--- src/sv/mema_pkg.sv ---
// Package for the mean error metric accumulator.
// Shared widths, mode codes and the command type of the iterative divide/sqrt unit.
// No dependencies.
`default_nettype none
package mema_pkg;

	localparam int MAX_ELEMENTS = 1024;
	localparam int DATA_W = 16;
	localparam int MAG_W = 16;
	localparam int TERM_W = 2 * MAG_W;
	localparam int CNT_W = $clog2(MAX_ELEMENTS + 1);
	localparam int SUM_W = 42;
	localparam int LOSS_W = 33;
	localparam int MODE_W = 2;

	// shared unit step counts
	localparam int DIV_STEPS = SUM_W;
	localparam int SQRT_STEPS = SUM_W / 2;
	localparam int STEP_W = $clog2(DIV_STEPS);

	localparam logic [MODE_W-1:0] MODE_MAE = 2'd0;
	localparam logic [MODE_W-1:0] MODE_MSE = 2'd1;
	localparam logic [MODE_W-1:0] MODE_RMSE = 2'd2;

	localparam int ADDR_W = 3;
	localparam logic REG_LOSS_MODE = 1'b0;

	typedef enum logic {
		OP_DIV,
		OP_SQRT
	} iter_op_t;

	typedef struct packed {
		logic start;
		iter_op_t op;
	} iter_cmd_t;

endpackage
`default_nettype wire

--- src/sv/mema_accum.sv ---
// Error accumulator: magnitude stage, squaring multiplier, saturating sum,
// element count and drop flag. Uses mema_pkg.
`default_nettype none
module mema_accum (
	input  wire logic                                clk,
	input  wire logic                                arst_n,
	input  wire logic                                load,
	input  wire logic signed [mema_pkg::DATA_W-1:0]  pred,
	input  wire logic signed [mema_pkg::DATA_W-1:0]  target,
	input  wire logic                                square,
	input  wire logic                                clear,
	output logic [mema_pkg::SUM_W-1:0]               sum,
	output logic [mema_pkg::CNT_W-1:0]               count,
	output logic                                     dropped
);

	logic signed [mema_pkg::DATA_W:0] diff;
	logic [mema_pkg::DATA_W:0] absd;
	logic [mema_pkg::MAG_W-1:0] mag_s1;
	logic sq_s1;
	logic vld_s1;
	logic [mema_pkg::TERM_W-1:0] term;
	logic [mema_pkg::SUM_W:0] sum_add;
	logic [mema_pkg::SUM_W-1:0] sum_q;
	logic [mema_pkg::CNT_W-1:0] count_q;
	logic dropped_q;
	logic room;

	assign diff = {pred[mema_pkg::DATA_W-1], pred} - {target[mema_pkg::DATA_W-1], target};
	assign absd = diff[mema_pkg::DATA_W] ? (~diff + 1'b1) : diff;

	assign term = sq_s1 ? (mag_s1 * mag_s1) : {{(mema_pkg::TERM_W - mema_pkg::MAG_W){1'b0}}, mag_s1};
	assign sum_add = {1'b0, sum_q} + {{(mema_pkg::SUM_W + 1 - mema_pkg::TERM_W){1'b0}}, term};
	assign room = (count_q < mema_pkg::CNT_W'(mema_pkg::MAX_ELEMENTS));

	always_ff @(posedge clk or negedge arst_n) begin
		if (!arst_n) begin
			vld_s1 <= 1'b0;
		end else begin
			vld_s1 <= load;
		end
	end

	always_ff @(posedge clk) begin
		if (load) begin
			mag_s1 <= absd[mema_pkg::MAG_W-1:0];
			sq_s1 <= square;
		end
	end

	always_ff @(posedge clk or negedge arst_n) begin
		if (!arst_n) begin
			sum_q <= '0;
			count_q <= '0;
			dropped_q <= 1'b0;
		end else if (clear) begin
			sum_q <= '0;
			count_q <= '0;
			dropped_q <= 1'b0;
		end else if (vld_s1) begin
			if (room) begin
				// saturate on carry out
				sum_q <= sum_add[mema_pkg::SUM_W] ? '1 : sum_add[mema_pkg::SUM_W-1:0];
				count_q <= count_q + 1'b1;
			end else begin
				dropped_q <= 1'b1;
			end
		end
	end

	assign sum = sum_q;
	assign count = count_q;
	assign dropped = dropped_q;

endmodule
`default_nettype wire

--- src/sv/mema_iter.sv ---
// Shared iterative unit: restoring divide (one quotient bit a cycle) and
// digit-by-digit integer square root (one result bit a cycle) on one subtractor.
// Uses mema_pkg.
`default_nettype none
module mema_iter (
	input  wire logic                          clk,
	input  wire logic                          arst_n,
	input  wire mema_pkg::iter_cmd_t           cmd,
	input  wire logic [mema_pkg::SUM_W-1:0]    operand,
	input  wire logic [mema_pkg::CNT_W-1:0]    divisor,
	output logic                               done,
	output logic [mema_pkg::SUM_W-1:0]         result
);

	logic busy_q;
	logic done_q;
	logic [mema_pkg::STEP_W-1:0] cnt_q;
	mema_pkg::iter_op_t op_q;
	logic zdiv_q;
	logic [mema_pkg::SUM_W-1:0] val_q;
	logic [mema_pkg::CNT_W-1:0] rem_q;
	logic [mema_pkg::CNT_W-1:0] div_q;
	logic [mema_pkg::SUM_W-1:0] res_q;
	logic [mema_pkg::SUM_W-1:0] bit_q;

	logic [mema_pkg::CNT_W:0] partial;
	logic [mema_pkg::SUM_W:0] a_op;
	logic [mema_pkg::SUM_W:0] b_op;
	logic [mema_pkg::SUM_W:0] diff;
	logic ge;
	logic last_step;

	assign partial = {rem_q, val_q[mema_pkg::SUM_W-1]};

	always_comb begin
		if (op_q == mema_pkg::OP_DIV) begin
			a_op = {{(mema_pkg::SUM_W - mema_pkg::CNT_W){1'b0}}, partial};
			b_op = {{(mema_pkg::SUM_W + 1 - mema_pkg::CNT_W){1'b0}}, div_q};
		end else begin
			a_op = {1'b0, val_q};
			b_op = {1'b0, res_q} + {1'b0, bit_q};
		end
	end

	assign diff = a_op - b_op;
	assign ge = ~diff[mema_pkg::SUM_W];
	assign last_step = (op_q == mema_pkg::OP_DIV)
		? (cnt_q == mema_pkg::STEP_W'(mema_pkg::DIV_STEPS - 1))
		: (cnt_q == mema_pkg::STEP_W'(mema_pkg::SQRT_STEPS - 1));

	always_ff @(posedge clk or negedge arst_n) begin
		if (!arst_n) begin
			busy_q <= 1'b0;
			done_q <= 1'b0;
			cnt_q <= '0;
			op_q <= mema_pkg::OP_DIV;
		end else if (cmd.start) begin
			busy_q <= 1'b1;
			done_q <= 1'b0;
			cnt_q <= '0;
			op_q <= cmd.op;
		end else if (busy_q) begin
			cnt_q <= cnt_q + 1'b1;
			if (last_step) begin
				busy_q <= 1'b0;
				done_q <= 1'b1;
			end
		end else begin
			done_q <= 1'b0;
		end
	end

	always_ff @(posedge clk) begin
		if (cmd.start) begin
			val_q <= operand;
			rem_q <= '0;
			res_q <= '0;
			div_q <= divisor;
			zdiv_q <= (divisor == '0);
			bit_q <= mema_pkg::SUM_W'(1) << (mema_pkg::SUM_W - 2);
		end else if (busy_q) begin
			if (op_q == mema_pkg::OP_DIV) begin
				val_q <= {val_q[mema_pkg::SUM_W-2:0], 1'b0};
				rem_q <= ge ? diff[mema_pkg::CNT_W-1:0] : partial[mema_pkg::CNT_W-1:0];
				res_q <= {res_q[mema_pkg::SUM_W-2:0], ge};
			end else begin
				if (ge) begin
					val_q <= diff[mema_pkg::SUM_W-1:0];
					res_q <= (res_q >> 1) + bit_q;
				end else begin
					res_q <= res_q >> 1;
				end
				bit_q <= bit_q >> 2;
			end
		end
	end

	assign done = done_q;
	// empty set yields zero
	assign result = (op_q == mema_pkg::OP_DIV && zdiv_q) ? '0 : res_q;

endmodule
`default_nettype wire

--- src/sv/mean_error_metric_accumulator.sv ---
// Mean error metric accumulator (MAE / MSE / RMSE), top level.
// Non-last item: input is ready again once the pair has passed magnitude/square and accumulate.
// Last item: the sum is divided by the count, for RMSE followed by a square root,
// all on the one shared subtract unit in mema_iter.
// Result held in an output register; a waiting result stalls only the next set's close.
// arst_n clears loss_mode, sum, count, drop flag, sequencer and output valid.
`default_nettype none
module mean_error_metric_accumulator (
	input  wire logic                                clk,
	input  wire logic                                arst_n,
	input  wire logic                                psel,
	input  wire logic                                penable,
	input  wire logic                                pwrite,
	input  wire logic [mema_pkg::ADDR_W-1:0]         paddr,
	input  wire logic [31:0]                         pwdata,
	output logic [31:0]                              prdata,
	output logic                                     pready,
	input  wire logic                                item_valid,
	output logic                                     item_ready,
	input  wire logic signed [mema_pkg::DATA_W-1:0]  pred,
	input  wire logic signed [mema_pkg::DATA_W-1:0]  target,
	input  wire logic                                last,
	output logic                                     result_valid,
	input  wire logic                                result_ready,
	output logic [mema_pkg::LOSS_W-1:0]              loss_value,
	output logic [mema_pkg::CNT_W-1:0]               element_count,
	output logic                                     overflow
);

	typedef enum logic [2:0] {
		ST_IDLE,
		ST_ACC,
		ST_DIV_GO,
		ST_DIV,
		ST_SQRT_GO,
		ST_SQRT,
		ST_FIN
	} state_t;

	state_t state_q;
	logic [mema_pkg::MODE_W-1:0] loss_mode_q;
	logic last_q;
	logic rmse_q;
	logic accept;
	logic square;
	logic clear;
	logic [mema_pkg::SUM_W-1:0] sum;
	logic [mema_pkg::CNT_W-1:0] count;
	logic dropped;
	mema_pkg::iter_cmd_t cmd;
	logic [mema_pkg::SUM_W-1:0] operand;
	logic iter_done;
	logic [mema_pkg::SUM_W-1:0] iter_result;
	logic result_valid_q;
	logic [mema_pkg::LOSS_W-1:0] loss_q;
	logic [mema_pkg::CNT_W-1:0] count_q;
	logic overflow_q;

	// config port
	assign pready = 1'b1;

	always_ff @(posedge clk or negedge arst_n) begin
		if (!arst_n) begin
			loss_mode_q <= mema_pkg::MODE_MAE;
		end else if (psel && penable && pwrite && paddr[2] == mema_pkg::REG_LOSS_MODE) begin
			loss_mode_q <= pwdata[mema_pkg::MODE_W-1:0];
		end
	end

	always_comb begin
		unique case (paddr[2])
			mema_pkg::REG_LOSS_MODE: prdata = {{(32 - mema_pkg::MODE_W){1'b0}}, loss_mode_q};
			default: prdata = '0;
		endcase
	end

	assign item_ready = (state_q == ST_IDLE);
	assign accept = item_valid && item_ready;
	assign square = (loss_mode_q == mema_pkg::MODE_MSE) || (loss_mode_q == mema_pkg::MODE_RMSE);
	assign clear = (state_q == ST_FIN) && (!result_valid_q || result_ready);

	mema_accum u_accum (
		.clk     (clk),
		.arst_n  (arst_n),
		.load    (accept),
		.pred    (pred),
		.target  (target),
		.square  (square),
		.clear   (clear),
		.sum     (sum),
		.count   (count),
		.dropped (dropped)
	);

	always_comb begin
		cmd.start = (state_q == ST_DIV_GO) || (state_q == ST_SQRT_GO);
		cmd.op = (state_q == ST_SQRT_GO) ? mema_pkg::OP_SQRT : mema_pkg::OP_DIV;
		operand = (state_q == ST_SQRT_GO) ? iter_result : sum;
	end

	mema_iter u_iter (
		.clk     (clk),
		.arst_n  (arst_n),
		.cmd     (cmd),
		.operand (operand),
		.divisor (count),
		.done    (iter_done),
		.result  (iter_result)
	);

	always_ff @(posedge clk or negedge arst_n) begin
		if (!arst_n) begin
			state_q <= ST_IDLE;
			last_q <= 1'b0;
			rmse_q <= 1'b0;
			result_valid_q <= 1'b0;
			loss_q <= '0;
			count_q <= '0;
			overflow_q <= 1'b0;
		end else begin
			// a new result loaded on the same edge keeps valid high
			if (result_valid_q && result_ready && !clear) begin
				result_valid_q <= 1'b0;
			end
			unique case (state_q)
				ST_IDLE: begin
					if (accept) begin
						last_q <= last;
						rmse_q <= (loss_mode_q == mema_pkg::MODE_RMSE);
						state_q <= ST_ACC;
					end
				end
				ST_ACC: begin
					state_q <= last_q ? ST_DIV_GO : ST_IDLE;
				end
				ST_DIV_GO: begin
					state_q <= ST_DIV;
				end
				ST_DIV: begin
					if (iter_done) begin
						state_q <= rmse_q ? ST_SQRT_GO : ST_FIN;
					end
				end
				ST_SQRT_GO: begin
					state_q <= ST_SQRT;
				end
				ST_SQRT: begin
					if (iter_done) begin
						state_q <= ST_FIN;
					end
				end
				ST_FIN: begin
					if (clear) begin
						result_valid_q <= 1'b1;
						loss_q <= iter_result[mema_pkg::LOSS_W-1:0];
						count_q <= count;
						overflow_q <= dropped;
						state_q <= ST_IDLE;
					end
				end
				default: begin
					state_q <= ST_IDLE;
				end
			endcase
		end
	end

	assign result_valid = result_valid_q;
	assign loss_value = loss_q;
	assign element_count = count_q;
	assign overflow = overflow_q;

endmodule
`default_nettype wire

--- config.mk ---
export PLATFORM = sky130hd
export DESIGN_NAME = mean_error_metric_accumulator
export DESIGN_NICKNAME = d
export VERILOG_FILES = /design/src/sv/mema_pkg.sv /design/src/sv/mema_accum.sv /design/src/sv/mema_iter.sv /design/src/sv/mean_error_metric_accumulator.sv
export SDC_FILE = /design/constraint.sdc
export NUM_CORES = 1
export LEC_CHECK = 0
export BUFFER_PORTS_ARGS = -buffer_cell sky130_fd_sc_hd__buf_2
export CAP_MARGIN = 20
export CORE_UTILIZATION = 55
export CTS_CLUSTER_DIAMETER = 100
export DETAILED_ROUTE_END_ITERATION = 10
export PLACE_DENSITY_LB_ADDON = 0.15
export SETUP_SLACK_MARGIN = 0.1
export SKIP_LAST_GASP = 1
export SLEW_MARGIN = 20
export SYNTH_ARGS = -nofsm -noshare
export SYNTH_HDL_FRONTEND = slang
export SYNTH_SLANG_ARGS = --single-unit
--- constraint.sdc ---
create_clock -name clk -period 14.85 [get_ports clk]
set_clock_uncertainty 0.15 [all_clocks]
set_input_delay 0.7425 -clock clk [delete_from_list [all_inputs] [get_ports clk]]
set_output_delay 0.7425 -clock clk [all_outputs]
set_load 0.005 [all_outputs]
==> flow_summary.ini <==
[run_status]
status = finished, final reports clean

[finish]
n_fill_cell = 4478
antenna_cells = 0
multi_input_area_um2 = 18800
seqCellArea_um2 = 6550
drive_gt1_share_pct = 7.46
final_nets = 3698
area_delta_synth_final_pct = 6.48

[routing]
num_vias = 23200
viasPerCell = 5.94
wl_met2_um = 32800
post_drt_wl_per_cell_um = 17.8
finalWirelength_um = 69600
drtPass1Iterations = 8
wl_met3_um = 3050
first_iter_violations = 1785
drc = 0
wl_met1_um = 31900
ant_nets = 0
routed.top_layer = met4

[synth]
ys_types = 86
ys_warn_count = 0
synth_compound_area_share_pct = 19.7
synth-edff-count = 71
ys_ff_latch = 262
synth_most_common_cell = nand2_1
synthXorXnorAreaFrac_pct = 6.58
synth.avg_cell_area_um2 = 8.38
muxShareOfSynthArea_pct = 2.43
yosysTopAreaCell = fa_1
syn_inst = 3252
synth_top_area_share_pct = 12.0
seq_area_frac_synth_pct = 24.0
synth_common_cells = 390 x nand2_1, 303 x inv_1, 242 x ha_1
yosys-top-cells-area = fa_1 12%, ha_1 11%, dfrtp_1 11%
syn_area_um2 = 27200
yosys.area_share.adder_pct = 23.2
synth_top_family_by_area = adder cells
synthArstFlopShare_pct = 44.7
synthSimpleGateAreaFrac_pct = 16.5
synth_flop_cell = dfrtp_1

[timing]
slew_headroom_pct = 28.2
setup_viol = 0
finalCritPeriodShare_pct = 70.0
rsz0062_at_grt = false
tightest_slew_ns = 1.08
finalHoldViolations = 0
slew_violations = 0
setup_tns_ns = 0
fin_crit_ns = 10.40
max_freq_mhz = 96.2

[worst_setup_path]
cp-end-kind = flop
cpMaxStageDelayCell = edfxtp_1
worstPathRequired_ns = 15.11
crit_path_frequent_cell = fa_1
slowest_delay_ns = 1.02
cp_max_fo = 19
crit_arrival_ns = 10.66
critPathKind = reg2reg
crit_path_start_kind = flop

[worst_hold_path]
hold_path_class = in2async

[clocking]
cts_tree = yes
insertion_delay_ns = 0.59
htree_levels = 1
cts_inserted_buffers = 31
cts_setup_buffers = 0
clkSlewWorstSetupHoldPaths_ns = 0.06
cts.path.max_buffers = 3
cts_root_buf = clkbuf_16
clock_sinks = 262
cts.repair.resized = 0
cts_hold_buf = 0

[placement]
dp_hpwl_um = 52100
gp_congestion = 0.944
portBuffers = 91

[global_route]
grt_pass1_vias = 22900
grt_pass1_wl_um = 115000
grt_util_all_layers_pct = 27.8
antenna_found_initial = 2
overflow = 0
grt_max_degree = 97

[floorplanning]
die_w_um = 225
core-area_um2 = 49000
die_height_um = 225
fp.dieArea_um2 = 50400
io_pins = 155
placementRows = 81
start_util_pct = 55.7

[run]
drv_cap = 0
final cells by class:
type	count	share of cell area [%]
multi-input cells	2503	64.7
clock inverters	16	0.625
inverters	304	3.93
repair buffers	115	2.27
clock buffers	42	3.02
well taps	664	2.86
flip-flops and latches	262	22.6
metrics by stage:
step | utilization (%) | instances | cell area, um2 | worst slack (ns) | hold slack, ns
4_1_cts | 59.2 | 3905 | 29000 | 4.25 | 0.136
3_5_place_dp | 57.0 | 3847 | 27900 | 4.28 | 0.301
5_1_grt | 59.3 | 3906 | 29000 | 3.85 | 0.197
2_1_floorplan | - | 3281 | 27400 | 6.02 | 0.290
3_3_place_gp | 57.0 | 3847 | 27900 | 4.53 | 0.296
6_report | 59.3 | 3906 | 29000 | 4.45 | 0.127
state kept, by name (all words and copies together), names as in the netlist, 2 cells and up:
| register | count |
|---|---|
| u_iter.bit_q | 21 |
| u_iter.cnt_q | 6 |
| u_accum.sum | 42 |
| u_iter.div_q | 11 |
| state_q | 3 |
| loss_value | 33 |
| u_iter.rem_q | 11 |
| u_iter.res_q | 42 |
| loss_mode_q | 2 |
| u_iter.val_q | 42 |
| u_accum.mag_s1 | 16 |
| element_count | 11 |
| u_accum.count | 11 |
worst max-delay path, delay by kind of cell (launching register included):
family          cells  cell delay, ns
fa+ha+maj           8            3.91
flops               1            1.02
xor+xnor            1            0.18
buf+inv             3            0.14
compound gates     12            3.01
simple gates        7            1.78
cells by family after synthesis:
group,after synthesis
other,2
and+or+nand+nor,957
muxes,63
buffers and inverters,516
DFF,262
adders and majority gates,406
AOI/OAI and AO/OA,842
xor gates and xnor gates,204
final timing paths:
check / start / end / slack [ns] / cells after the start
setup / recovery: u_accum.mag_s1[4]$_DFFE_PP_ / u_accum.sum[11]$_DFFE_PN0P_ / 4.45 / 31
hold / removal: arst_n / loss_value[0]$_DFFE_PN0P_ / 0.13 / 1
setup reg to reg: u_accum.mag_s1[4]$_DFFE_PP_ / u_accum.sum[11]$_DFFE_PN0P_ / 4.45 / 31
hold reg to reg: loss_value[21]$_DFFE_PN0P_ / loss_value[21]$_DFFE_PN0P_ / 0.31 / 2
max in group asynchronous: arst_n / u_iter.op_q$_DFFE_PN0N_ / 13.17 / 2
min in group clk: last / last_q$_DFFE_PN0P_ / 0.24 / 2
routing by layer:
| metal | track usage (%) | vias up |
|---|---|---|
| met2 | 46.2 | 579 |
| met1 | 38.5 | 11300 |
| li1 | - | 11100 |
| met4 | 8.27 | 0 |
| met5 | 0 | - |
| met3 | 2.59 | 118 |
placed cells by master, fill, tap and decap left out, types with 15 or more instances in the layout:
master	Yosys	final
o22ai_1	27	27
dfrtp_1	117	116
nand3_1	83	83
a211oi_1	25	25
o211ai_1	15	15
and3_1	29	29
edfxtp_1	71	71
dfxtp_1	74	74
mux2_2	25	25
a31oi_1	68	68
xor2_1	75	75
ha_1	242	242
and2_1	98	97
nor2b_1	30	28
nand2_1	390	390
xnor2_1	128	127
a21oi_1	217	217
buf_2	16	90
a21o_1	73	73
o21a_1	22	22
fa_1	164	164
conb_1	2	31
nor3_1	33	33
clkbuf_16	0	31
nand4_1	31	31
or3_1	20	20
a222oi_1	20	20
inv_1	303	302
mux2i_1	38	38
o21bai_1	27	27
nor2_1	176	173
nand2b_1	26	24
buf_4	34	24
a22oi_1	30	30
o21ai_0	209	209
Power is left out: the tool's default activity adds up to more than one toggle a clock period on the data nets, which glitch-free logic cannot reach.
